==> config.mk <==
export PLATFORM = sky130hd
export DESIGN_NAME = point_obstacle_clearance_unit
export DESIGN_NICKNAME = d
export VERILOG_FILES = /design/src/rtl/poc_pkg.sv /design/src/rtl/point_obstacle_clearance_unit.sv /design/src/rtl/poc_mul.sv /design/src/rtl/poc_div.sv
export SDC_FILE = /design/constraint.sdc
export NUM_CORES = 2
export LEC_CHECK = 0
export BUFFER_PORTS_ARGS = -buffer_cell sky130_fd_sc_hd__clkbuf_2
export CAP_MARGIN = 20
export CORE_ASPECT_RATIO = 1.2
export CORE_UTILIZATION = 40
export CTS_BUF_LIST = sky130_fd_sc_hd__clkbuf_4 sky130_fd_sc_hd__clkbuf_8 sky130_fd_sc_hd__clkbuf_16
export DETAILED_ROUTE_END_ITERATION = 7
export PLACE_DENSITY = 0.55
export SLEW_MARGIN = 15
export SYNTH_ARGS = -nofsm -noshare
export SYNTH_HDL_FRONTEND = slang
export SYNTH_SLANG_ARGS = --single-unit
export TNS_END_PERCENT = 5
==> constraint.sdc <==
create_clock -name clk -period 23.7 [get_ports clk]
set_input_delay 4.74 -clock clk [delete_from_list [all_inputs] [get_ports clk]]
set_output_delay 4.74 -clock clk [all_outputs]
set_load 0.02 [all_outputs]
==> src/rtl/poc_pkg.sv <==
// Shared types, widths and helpers for the point obstacle clearance unit.
// Used by every module in rtl/; depends on nothing else.
`default_nettype none

package poc_pkg;

    localparam int COORD_W = 16;   // signed Q8.8 coordinate
    localparam int MAG_W   = 17;   // magnitude of a coordinate difference
    localparam int LEN_W   = 34;   // squared lengths, Q18.16
    localparam int PROD_W  = LEN_W + MAG_W;
    localparam int RAD_W   = 15;   // robot radius, unsigned Q7.8
    localparam int OUT_W   = 18;   // clearance output
    localparam int CLR_W   = OUT_W + 1;
    localparam int STEPS   = 17;   // one bit or one root digit per cycle
    localparam int CNT_W   = 5;
    localparam int ROOT_W  = LEN_W / 2;
    localparam int REM_W   = ROOT_W + 2;

    localparam logic [RAD_W-1:0] RADIUS_RESET = RAD_W'(64);

    typedef logic signed [COORD_W-1:0] coord_t;

    typedef struct packed {
        coord_t query_x;
        coord_t query_y;
        coord_t edge_ax;
        coord_t edge_ay;
        coord_t edge_bx;
        coord_t edge_by;
        logic   last_edge;
    } edge_beat_t;

    typedef struct packed {
        logic signed [OUT_W-1:0] min_clearance;
        logic                    collision;
    } result_beat_t;

    // Load starts a unit on new operands, step advances it by one bit.
    typedef struct packed {
        logic load;
        logic step;
    } unit_ctrl_t;

    typedef enum logic [10:0] {
        S_IDLE  = 11'b000_0000_0001,
        S_LEN   = 11'b000_0000_0010,
        S_DOT   = 11'b000_0000_0100,
        S_PROJ  = 11'b000_0000_1000,
        S_SCALE = 11'b000_0001_0000,
        S_DIV   = 11'b000_0010_0000,
        S_ADJ   = 11'b000_0100_0000,
        S_DIST  = 11'b000_1000_0000,
        S_SQRT  = 11'b001_0000_0000,
        S_CHK   = 11'b010_0000_0000,
        S_FIN   = 11'b100_0000_0000
    } state_t;

    function automatic logic [MAG_W-1:0] mag17(input logic signed [MAG_W:0] v);
        logic signed [MAG_W:0] n;
        n = -v;
        return v[MAG_W] ? n[MAG_W-1:0] : v[MAG_W-1:0];
    endfunction

endpackage

`default_nettype wire

==> src/rtl/point_obstacle_clearance_unit.sv <==
// Top level of the point obstacle clearance unit: sequencer, square root, state.
// Depends on poc_pkg, poc_mul and poc_div.
//
//   channel   | dir | handshake               | beat
//   ----------+-----+-------------------------+---------------------------
//   edge      | in  | edge_valid/edge_ready   | edge_beat   (query point, edge)
//   result    | out | result_valid/result_ready | result_beat (clearance)
//   radius    | in  | radius_we (no wait)     | radius_wdata
//
// An edge runs the 17-step serial multiplier pair, the serial divider pair
// and the serial square root in turn; the scaling multiply and the dividers
// run only when its projection lands inside the segment, not on a clamp.
// Once a query has collided, its remaining edges skip straight to S_FIN.
// Reset clears the query state and loads the radius with its default.
// A finished result waits in its own register, so the next edge is taken
// while it is unread; only a second last edge stalls until it drains.
`default_nettype none

module point_obstacle_clearance_unit (
    input  wire logic                         clk,
    input  wire logic                         rst_n,
    input  wire logic                         edge_valid,
    output logic                              edge_ready,
    input  wire poc_pkg::edge_beat_t          edge_beat,
    output logic                              result_valid,
    input  wire logic                         result_ready,
    output poc_pkg::result_beat_t             result_beat,
    input  wire logic                         radius_we,
    input  wire logic [poc_pkg::RAD_W-1:0]    radius_wdata
);

    localparam int MW = poc_pkg::MAG_W;
    localparam int LW = poc_pkg::LEN_W;
    localparam int PW = poc_pkg::PROD_W;
    localparam int CW = poc_pkg::CLR_W;
    localparam int RW = poc_pkg::ROOT_W;
    localparam int EW = poc_pkg::REM_W;

    // Control state.
    poc_pkg::state_t              state_reg, state_next;
    logic [poc_pkg::CNT_W-1:0]    cnt_reg, cnt_next;
    logic [LW-1:0]                min_reg, min_next;
    logic                         frozen_reg, frozen_next;
    logic signed [CW-1:0]         frz_reg, frz_next;
    logic                         result_valid_reg, result_valid_next;
    logic [poc_pkg::RAD_W-1:0]    radius_reg, radius_next;

    // Working registers of the current edge.
    poc_pkg::coord_t              qx_reg, qy_reg, ax_reg, ay_reg;
    logic signed [MW-1:0]         dx_reg, dy_reg, vx_reg, vy_reg;
    logic                         last_reg;
    logic [LW-1:0]                len2_reg, len2_next;
    logic [LW-1:0]                t_reg, t_next;
    logic signed [MW-1:0]         px_reg, px_next, py_reg, py_next;
    logic [LW-1:0]                rad_reg, rad_next;
    logic [EW-1:0]                rem_reg, rem_next;
    logic [RW-1:0]                root_reg, root_next;
    logic signed [CW-1:0]         clr_reg, clr_next;
    poc_pkg::result_beat_t        result_reg, result_next;

    // Serial units.
    poc_pkg::unit_ctrl_t          mul_ctrl, div_ctrl;
    logic [LW-1:0]                mcand_x, mcand_y;
    logic [MW-1:0]                mplier_x, mplier_y;
    logic [PW-1:0]                prod_x, prod_y;
    logic [PW-1:0]                num_x, num_y;
    logic [MW-1:0]                quot_x, quot_y;

    logic                         accept;
    logic                         last_step;
    logic [MW-1:0]                dx_mag, dy_mag, vx_mag, vy_mag, ex_mag, ey_mag;
    logic signed [MW:0]           ex, ey;
    logic signed [LW+1:0]         t_x, t_y, t_sum;
    logic [LW-1:0]                len2_sum, d2;

    assign edge_ready   = state_reg == poc_pkg::S_IDLE;
    assign accept       = edge_valid && edge_ready;
    assign result_valid = result_valid_reg;
    assign result_beat  = result_reg;
    assign last_step    = cnt_reg == poc_pkg::CNT_W'(poc_pkg::STEPS);

    assign dx_mag = poc_pkg::mag17({dx_reg[MW-1], dx_reg});
    assign dy_mag = poc_pkg::mag17({dy_reg[MW-1], dy_reg});
    assign vx_mag = poc_pkg::mag17({vx_reg[MW-1], vx_reg});
    assign vy_mag = poc_pkg::mag17({vy_reg[MW-1], vy_reg});
    assign ex     = (MW+1)'(qx_reg) - (MW+1)'(px_reg);
    assign ey     = (MW+1)'(qy_reg) - (MW+1)'(py_reg);
    assign ex_mag = poc_pkg::mag17(ex);
    assign ey_mag = poc_pkg::mag17(ey);

    // Each dot-product term is below 2^32, so its low product bits suffice.
    assign t_x = (vx_reg[MW-1] ^ dx_reg[MW-1]) ? -$signed({2'b00, prod_x[LW-1:0]})
                                                :  $signed({2'b00, prod_x[LW-1:0]});
    assign t_y = (vy_reg[MW-1] ^ dy_reg[MW-1]) ? -$signed({2'b00, prod_y[LW-1:0]})
                                                :  $signed({2'b00, prod_y[LW-1:0]});
    assign t_sum    = t_x + t_y;
    assign len2_sum = prod_x[LW-1:0] + prod_y[LW-1:0];
    assign d2       = prod_x[LW-1:0] + prod_y[LW-1:0];

    // Rounding to nearest is folded into the dividend as half the divisor.
    assign num_x = prod_x + PW'(len2_reg >> 1);
    assign num_y = prod_y + PW'(len2_reg >> 1);

    always_comb
    begin
        mcand_x  = '0;
        mcand_y  = '0;
        mplier_x = '0;
        mplier_y = '0;
        case (state_reg)
            poc_pkg::S_LEN:
            begin
                mcand_x  = LW'(dx_mag);
                mplier_x = dx_mag;
                mcand_y  = LW'(dy_mag);
                mplier_y = dy_mag;
            end
            poc_pkg::S_DOT:
            begin
                mcand_x  = LW'(vx_mag);
                mplier_x = dx_mag;
                mcand_y  = LW'(vy_mag);
                mplier_y = dy_mag;
            end
            poc_pkg::S_SCALE:
            begin
                mcand_x  = t_reg;
                mplier_x = dx_mag;
                mcand_y  = t_reg;
                mplier_y = dy_mag;
            end
            poc_pkg::S_DIST:
            begin
                mcand_x  = LW'(ex_mag);
                mplier_x = ex_mag;
                mcand_y  = LW'(ey_mag);
                mplier_y = ey_mag;
            end
            default:
            begin
                mcand_x = '0;
            end
        endcase
    end

    always_comb
    begin
        logic mul_busy;
        mul_busy = state_reg == poc_pkg::S_LEN || state_reg == poc_pkg::S_DOT ||
                   state_reg == poc_pkg::S_SCALE || state_reg == poc_pkg::S_DIST;
        mul_ctrl.load = mul_busy && cnt_reg == '0;
        mul_ctrl.step = mul_busy && cnt_reg != '0;
        div_ctrl.load = state_reg == poc_pkg::S_DIV && cnt_reg == '0;
        div_ctrl.step = state_reg == poc_pkg::S_DIV && cnt_reg != '0;
    end

    poc_mul u_mul_x (
        .clk     (clk),
        .ctrl    (mul_ctrl),
        .mcand   (mcand_x),
        .mplier  (mplier_x),
        .product (prod_x)
    );

    poc_mul u_mul_y (
        .clk     (clk),
        .ctrl    (mul_ctrl),
        .mcand   (mcand_y),
        .mplier  (mplier_y),
        .product (prod_y)
    );

    poc_div u_div_x (
        .clk  (clk),
        .ctrl (div_ctrl),
        .num  (num_x),
        .den  (len2_reg),
        .quot (quot_x)
    );

    poc_div u_div_y (
        .clk  (clk),
        .ctrl (div_ctrl),
        .num  (num_y),
        .den  (len2_reg),
        .quot (quot_y)
    );

    // Sequencer and per-query state.
    always_comb
    begin
        logic [LW-1:0]         new_min;
        logic [EW+1:0]         rem_sh;
        logic [EW+1:0]         trial;
        logic [RW:0]           rounded;
        logic signed [MW:0]    adj_x, adj_y;
        logic                  slot_free;

        state_next        = state_reg;
        cnt_next          = '0;
        min_next          = min_reg;
        frozen_next       = frozen_reg;
        frz_next          = frz_reg;
        len2_next         = len2_reg;
        t_next            = t_reg;
        px_next           = px_reg;
        py_next           = py_reg;
        rad_next          = rad_reg;
        rem_next          = rem_reg;
        root_next         = root_reg;
        clr_next          = clr_reg;
        result_next       = result_reg;
        result_valid_next = result_valid_reg && !result_ready;
        radius_next       = radius_we ? radius_wdata : radius_reg;
        slot_free         = !result_valid_reg || result_ready;

        new_min = (d2 < min_reg) ? d2 : min_reg;
        rem_sh  = {rem_reg, rad_reg[LW-1:LW-2]};
        trial   = (EW+2)'({root_reg, 2'b01});
        rounded = {1'b0, root_reg} + ((rem_reg > EW'(root_reg)) ? (RW+1)'(1) : '0);
        adj_x   = (MW+1)'(ax_reg) + (dx_reg[MW-1] ? -$signed({1'b0, quot_x})
                                                  :  $signed({1'b0, quot_x}));
        adj_y   = (MW+1)'(ay_reg) + (dy_reg[MW-1] ? -$signed({1'b0, quot_y})
                                                  :  $signed({1'b0, quot_y}));

        unique case (state_reg)
            poc_pkg::S_IDLE:
            begin
                if (accept)
                begin
                    state_next = frozen_reg ? poc_pkg::S_FIN : poc_pkg::S_LEN;
                end
            end
            poc_pkg::S_LEN, poc_pkg::S_DOT, poc_pkg::S_SCALE, poc_pkg::S_DIV,
            poc_pkg::S_DIST, poc_pkg::S_SQRT:
            begin
                cnt_next = last_step ? '0 : cnt_reg + 1'b1;
                if (state_reg == poc_pkg::S_DOT && cnt_reg == '0)
                begin
                    len2_next = len2_sum;
                end
                if (state_reg == poc_pkg::S_SQRT)
                begin
                    if (cnt_reg == '0)
                    begin
                        min_next  = new_min;
                        rad_next  = new_min;
                        rem_next  = '0;
                        root_next = '0;
                    end
                    else
                    begin
                        // One root digit per cycle from two radicand bits.
                        if (rem_sh >= trial)
                        begin
                            rem_next  = EW'(rem_sh - trial);
                            root_next = {root_reg[RW-2:0], 1'b1};
                        end
                        else
                        begin
                            rem_next  = EW'(rem_sh);
                            root_next = {root_reg[RW-2:0], 1'b0};
                        end
                        rad_next = {rad_reg[LW-3:0], 2'b00};
                    end
                end
                if (last_step)
                begin
                    case (state_reg)
                        poc_pkg::S_LEN:   state_next = poc_pkg::S_DOT;
                        poc_pkg::S_DOT:   state_next = poc_pkg::S_PROJ;
                        poc_pkg::S_SCALE: state_next = poc_pkg::S_DIV;
                        poc_pkg::S_DIV:   state_next = poc_pkg::S_ADJ;
                        poc_pkg::S_DIST:  state_next = poc_pkg::S_SQRT;
                        default:          state_next = poc_pkg::S_CHK;
                    endcase
                end
            end
            poc_pkg::S_PROJ:
            begin
                // Clamp to the start when behind it or when the edge is a
                // single point, to the end when past it.
                if (len2_reg == '0 || t_sum <= 0)
                begin
                    px_next    = MW'(ax_reg);
                    py_next    = MW'(ay_reg);
                    state_next = poc_pkg::S_DIST;
                end
                else if (t_sum >= $signed({2'b00, len2_reg}))
                begin
                    px_next    = MW'(ax_reg) + dx_reg;
                    py_next    = MW'(ay_reg) + dy_reg;
                    state_next = poc_pkg::S_DIST;
                end
                else
                begin
                    t_next     = t_sum[LW-1:0];
                    state_next = poc_pkg::S_SCALE;
                end
            end
            poc_pkg::S_ADJ:
            begin
                px_next    = adj_x[MW-1:0];
                py_next    = adj_y[MW-1:0];
                state_next = poc_pkg::S_DIST;
            end
            poc_pkg::S_CHK:
            begin
                clr_next = $signed({1'b0, rounded}) - $signed(CW'(radius_reg));
                if ($signed({1'b0, rounded}) - $signed(CW'(radius_reg)) <= 0)
                begin
                    frozen_next = 1'b1;
                    frz_next    = $signed({1'b0, rounded}) - $signed(CW'(radius_reg));
                end
                state_next = poc_pkg::S_FIN;
            end
            poc_pkg::S_FIN:
            begin
                if (!last_reg)
                begin
                    state_next = poc_pkg::S_IDLE;
                end
                else if (slot_free)
                begin
                    result_next.min_clearance = frozen_reg ? frz_reg[poc_pkg::OUT_W-1:0]
                                                           : clr_reg[poc_pkg::OUT_W-1:0];
                    result_next.collision     = frozen_reg;
                    result_valid_next         = 1'b1;
                    min_next                  = '1;
                    frozen_next               = 1'b0;
                    frz_next                  = '0;
                    state_next                = poc_pkg::S_IDLE;
                end
            end
            default:
            begin
                state_next = poc_pkg::S_IDLE;
            end
        endcase
    end

    always_ff @(posedge clk or negedge rst_n)
    begin
        if (!rst_n)
        begin
            state_reg        <= poc_pkg::S_IDLE;
            cnt_reg          <= '0;
            min_reg          <= '1;
            frozen_reg       <= 1'b0;
            frz_reg          <= '0;
            result_valid_reg <= 1'b0;
            radius_reg       <= poc_pkg::RADIUS_RESET;
        end
        else
        begin
            state_reg        <= state_next;
            cnt_reg          <= cnt_next;
            min_reg          <= min_next;
            frozen_reg       <= frozen_next;
            frz_reg          <= frz_next;
            result_valid_reg <= result_valid_next;
            radius_reg       <= radius_next;
        end
    end

    always_ff @(posedge clk)
    begin
        if (accept)
        begin
            qx_reg   <= edge_beat.query_x;
            qy_reg   <= edge_beat.query_y;
            ax_reg   <= edge_beat.edge_ax;
            ay_reg   <= edge_beat.edge_ay;
            dx_reg   <= MW'(edge_beat.edge_bx) - MW'(edge_beat.edge_ax);
            dy_reg   <= MW'(edge_beat.edge_by) - MW'(edge_beat.edge_ay);
            vx_reg   <= MW'(edge_beat.query_x) - MW'(edge_beat.edge_ax);
            vy_reg   <= MW'(edge_beat.query_y) - MW'(edge_beat.edge_ay);
            last_reg <= edge_beat.last_edge;
        end
        len2_reg   <= len2_next;
        t_reg      <= t_next;
        px_reg     <= px_next;
        py_reg     <= py_next;
        rad_reg    <= rad_next;
        rem_reg    <= rem_next;
        root_reg   <= root_next;
        clr_reg    <= clr_next;
        result_reg <= result_next;
    end

    // A frozen query always holds a clearance of zero or below.
    assert property (@(posedge clk) disable iff (!rst_n)
        frozen_reg |-> frz_reg <= 0)
        else $error("frozen clearance is positive");

    // The interior projection is only entered with 0 < t < |d|^2.
    assert property (@(posedge clk) disable iff (!rst_n)
        state_reg == poc_pkg::S_SCALE |-> (t_reg != '0 && t_reg < len2_reg))
        else $error("projection parameter out of range");

    // An accepted edge always starts work.
    assert property (@(posedge clk) disable iff (!rst_n)
        accept |=> state_reg != poc_pkg::S_IDLE)
        else $error("accepted edge dropped");

    assert property (@(posedge clk) disable iff (!rst_n)
        $onehot(state_reg))
        else $error("sequencer state not one-hot");

endmodule

`default_nettype wire

==> src/rtl/poc_mul.sv <==
// Bit-serial unsigned shift-add multiplier, one multiplier bit per step.
// Depends on poc_pkg for widths and the control struct.
`default_nettype none

module poc_mul (
    input  wire logic                         clk,
    input  wire poc_pkg::unit_ctrl_t          ctrl,
    input  wire logic [poc_pkg::LEN_W-1:0]    mcand,
    input  wire logic [poc_pkg::MAG_W-1:0]    mplier,
    output logic      [poc_pkg::PROD_W-1:0]   product
);

    logic [poc_pkg::LEN_W-1:0] mc_reg;
    logic [poc_pkg::LEN_W-1:0] hi_reg;
    logic [poc_pkg::MAG_W-1:0] lo_reg;
    logic [poc_pkg::LEN_W:0]   sum;

    // The partial sum gains at most one bit before it shifts right.
    assign sum = {1'b0, hi_reg} + (lo_reg[0] ? {1'b0, mc_reg} : '0);

    always_ff @(posedge clk)
    begin
        if (ctrl.load)
        begin
            mc_reg <= mcand;
            hi_reg <= '0;
            lo_reg <= mplier;
        end
        else if (ctrl.step)
        begin
            hi_reg <= sum[poc_pkg::LEN_W:1];
            lo_reg <= {sum[0], lo_reg[poc_pkg::MAG_W-1:1]};
        end
    end

    assign product = {hi_reg, lo_reg};

endmodule

`default_nettype wire

==> src/rtl/poc_div.sv <==
// Restoring divider producing one quotient bit per step.
// Depends on poc_pkg; the caller guarantees the quotient fits in MAG_W bits.
`default_nettype none

module poc_div (
    input  wire logic                         clk,
    input  wire poc_pkg::unit_ctrl_t          ctrl,
    input  wire logic [poc_pkg::PROD_W-1:0]   num,
    input  wire logic [poc_pkg::LEN_W-1:0]    den,
    output logic      [poc_pkg::MAG_W-1:0]    quot
);

    logic [poc_pkg::LEN_W-1:0] den_reg;
    logic [poc_pkg::LEN_W-1:0] rem_reg;
    logic [poc_pkg::MAG_W-1:0] shf_reg;
    logic [poc_pkg::LEN_W:0]   trial;
    logic [poc_pkg::LEN_W:0]   diff;
    logic                      ge;

    assign trial = {rem_reg, shf_reg[poc_pkg::MAG_W-1]};
    assign ge    = trial >= {1'b0, den_reg};
    assign diff  = trial - {1'b0, den_reg};

    always_ff @(posedge clk)
    begin
        if (ctrl.load)
        begin
            den_reg <= den;
            rem_reg <= num[poc_pkg::PROD_W-1:poc_pkg::MAG_W];
            shf_reg <= num[poc_pkg::MAG_W-1:0];
        end
        else if (ctrl.step)
        begin
            // The low bits of the dividend shift out as quotient bits shift in.
            rem_reg <= ge ? diff[poc_pkg::LEN_W-1:0] : trial[poc_pkg::LEN_W-1:0];
            shf_reg <= {shf_reg[poc_pkg::MAG_W-2:0], ge};
        end
    end

    assign quot = shf_reg;

endmodule

`default_nettype wire

==> metrics.md <==
| Metric | Value |
|---|---|
| Cts bufs inserted | 86 |
| Startpoint types | flip-flop |
| Synth Cell Area | 0.0573 mm2 |
| Share of flip-flops with an asynchronous set or reset | 11.9% |
| Setup Skew | 0.0392 ns |
| Net Switching | 3.55 mW |
| Die ar. | 0.145 mm2 |
| Htree depth | 3 |
| Reg clk slew, reported paths | 0.06 ns |
| Fmax | 117 MHz |
| Worst slew margin | 22.8% |
| Initial antenna violation count | 9 |
| Sequential share of power | 24.6% |
| Worst path top cell family by delay | simple AND/OR/NAND/NOR gates |
| Drt pass-1 iters | 5 |
| Kind of critical path | reg -> reg |
| Die height | 417 um |
| Root buf cell | clkbuf_16 |
| Max clock buf depth | 3 |
| Seq cells post-synth | 716 |
| Number of synthesized flops with an enable pin | 563 |
| Yosys warns | 0 |
| CTS sink cnt | 716 |
| Worst min path class | reg -> reg |
| DIE WIDTH | 348 um |
| Finished Layout Cells | 8347 |
| Synth cell types | 98 |
| Final Wtd Congestion | 0.961 |
| Post-cts resize count | 0 |
| Final slew viol count | 0 |
| Sw Share | 45.7% |
| Final ANT Viol Nets | 0 |
| Critical path fanouts, max | 35 |
| Largest net degree at the start of global routing | 77 |
| # Post-CTS Setup Buffers | 0 |
| Area of the core | 0.142 mm2 |
| Setup Viol. Count Final | 0 |
| Num rows | 151 |
| VDD IR-drop max | 0.200 mV |
| Vias | 48029 |
| Max cap viols | 0 |
| P_leak | 26.9 nW |
| Hold Vio Cnt, Final | 0 |
| Total GRT Usage | 25.9% |
| Final HPWL DP | 150000 um |
| Status | completed |
| Routed wire length | 191000 um |
| Slowest CP cell | and3_2 |
| Period minus WS final | 8.54 ns |
| First-pass GRT wire length | 287000 um |
| Worst Setup End Kind | flip-flop |
| Gr ovfl total | 0 |
| Worst hold slack | 0.496 ns |
| Final critical-path share of the clock period | 36.1% |
| CTS tree | done |
| Logic pwr share | 56.8% |
| Pwr dens | 123 mW/mm2 |
| Register area share after synthesis | 35.6% |
| Worst R2R Setup Slack | 15.16 ns |
| IO Count | 138 |
| Initial core utilization | 40.5% |
| Worst-path cell chain | or3_1, or3b_2, nor2_1, and3_1, nand2_1, or2_2, nor3_1, a21oi_1, xor2_1, ha_1, nand2_1, inv_1, a221oi_1, mux2_2, nor4_1, ha_1, nand4_1, nor2_1, a31oi_1, o31ai_1, a2bb2oi_1, o21bai_1, and3_2 |
| Number of global-route vias before repair | 46326 |
| Net count, final | 7123 |
| Port Buffers | 137 |
| Critical Path AT | 8.85 ns |
| Clk_lat worst skew | 0.73 ns |
| Syn_area_per_cell | 9.06 um2 |
| Placed Cells | 8186 |
| Clock Power Share | 18.6% |
| Layout area overhead | 10.4% |
| Top FF cell, synth | edfxtp_1 |
| Hold_buf cts | 0 |
| Max incr delay on CP | 1.02 ns |
| Cell internal pwr | 4.23 mW |
| CP Data Required Time | 24.01 ns |
| WP buf/inv | 1 |
| Worst Tran Pin Value | 1.15 ns |
| Core Util, Final | 44.7% |
| RSZ-0062 raised after global routing | no |
| Syn_nets | 7011 |
| Drt first-iter violations | 3731 |
| Vias/cell | 5.75 |
| Drt wl/cell | 22.8 um |
| Cells after Synth | 6327 |
| Share of cells above drive strength 1 | 7.96% |
| Setup TNS | 0 ns |
| DRC viols | 0 |
-- cell usage in the layout (no fill, tap or decap), types with 68 or more instances in the layout --
cell type,n
clkbuf_16,86
xor2_1,190
edfxtp_1,563
o31ai_1,72
nand2_1,562
nor2b_1,72
mux2i_1,107
ha_1,548
inv_1,422
clkbuf_2,137
nor2_1,470
a21oi_1,491
nand2b_1,85
xnor2_1,374
dfxtp_1,68
nor3_1,139
or3_1,72
a31oi_1,72
a21o_1,208
nand3_1,101
and2_1,121
o21ai_0,412
-- path summary, 6_finish.rpt --
check	from	end	cells past startpoint
setup / recovery	u_mul_x.lo_reg[5]$_DFFE_PP_	t_reg[23]$_DFFE_PN_	23
hold / removal	u_mul_y.hi_reg[33]$_SDFFE_PP0P_	u_mul_y.hi_reg[33]$_SDFFE_PP0P_	2
setup reg to reg	u_mul_x.lo_reg[5]$_DFFE_PP_	t_reg[23]$_DFFE_PN_	23
hold reg to reg	u_mul_y.hi_reg[33]$_SDFFE_PP0P_	u_mul_y.hi_reg[33]$_SDFFE_PP0P_	2
max in group asynchronous	rst_n	frz_reg[1]$_DFFE_PN0P_	2
min in group asynchronous	rst_n	radius_reg[14]$_DFFE_PN0P_	1
-- worst reg2reg max path, delay by kind of cell, from the launching register on --
kind                       cells  cell delay [ns]
and+or+nand+nor               12             4.66
adders and majority gates      2             0.85
AOI/OAI and AO/OA              6             1.47
buffers and inverters          1             0.08
muxes                          1             0.39
DFF                            1             0.50
xor gates and xnor gates       1             0.19
-- routing by layer --
metal	routed length (um)	vias to the layer above	part of all wire, %	global-route usage, %
met1	82100	23141	43	33.0
li1	-	23372	-	-
met3	8280	325	4.3	2.67
met4	8520	4	4.5	11.1
met2	91800	1187	48	44.2
met5	26	-	0.014	0
-- power groups by stage --
stage	combinational, mW	sequential, mW	clock [mW]
6_report	4.42	1.92	1.45
5_1_grt	4.82	1.93	1.52
4_1_cts	4.37	1.92	1.48
3_5_place_dp	4.33	1.94	0
3_3_place_gp	4.31	1.94	0
2_1_floorplan	3.11	1.83	0
-- cells by family (layout without fill, tap and decap cells) --
family,count (synthesis),in the layout,synth area share [%]
other,0,2,0
multiplexers,147,147,2.67
AO/OA/AOI/OAI,1816,1816,20.3
adder cells (fa/ha/maj),567,567,12.6
flip-flops,716,716,35.6
XOR/XNOR,565,565,8.63
buffers and inverters,609,791,4.05
AND/OR/NAND/NOR,1907,1907,16.1
-- synth_stat cells (19+ instances only) --
cell	instances	area share [%]
clkbuf_1	154	1.0
xor2_1	190	2.9
o21a_1	66	0.86
nand4_1	57	0.62
a31oi_1	73	0.80
o41ai_1	21	0.32
o211ai_1	51	0.67
nand2_1	564	3.7
nand2b_1	85	0.93
a21o_1	208	2.7
o21bai_1	55	0.72
edfxtp_1	563	29
a211o_1	24	0.37
o22ai_1	27	0.29
o21ai_0	412	3.6
nor2_1	472	3.1
and3_1	68	0.74
nor3_1	140	1.2
nand3_1	101	0.88
and2_1	121	1.3
a21boi_0	43	0.56
o31ai_1	73	0.96
a211oi_1	68	0.89
xnor2_1	375	5.7
mux2_2	37	0.73
fa_1	19	0.66
dfstp_2	36	1.6
mux2i_1	107	1.9
ha_1	548	12
dfrtp_1	49	2.1
nor2b_1	72	0.79
inv_1	426	2.8
a21oi_1	492	4.3
or2_2	25	0.27
dfxtp_1	68	2.4
nor4_1	41	0.45
or3_1	72	0.79
-- through the flow --
stage	total power, mW	instance area, um2	setup slack [ns]
after floorplan	4.94	57300	15.81
after global placement	6.25	60200	15.07
after detailed placement	6.27	60300	14.97
after CTS	7.77	63300	15.36
after global routing	8.27	63300	14.78
final	7.78	63300	15.16
-- area by class of cell --
cell class	instances	area (um2)
Clock buffer	104	2310
Clock inverter	54	749
Sequential cell	716	20400
Inverter	430	1630
Multi-Input combinational cell	5002	34700
Tap cell	1836	2300
Fill cell	13861	78400
Antenna cell	2	5.00
Timing Repair Buffer	203	1190
Power figures use the tool's default switching activity.
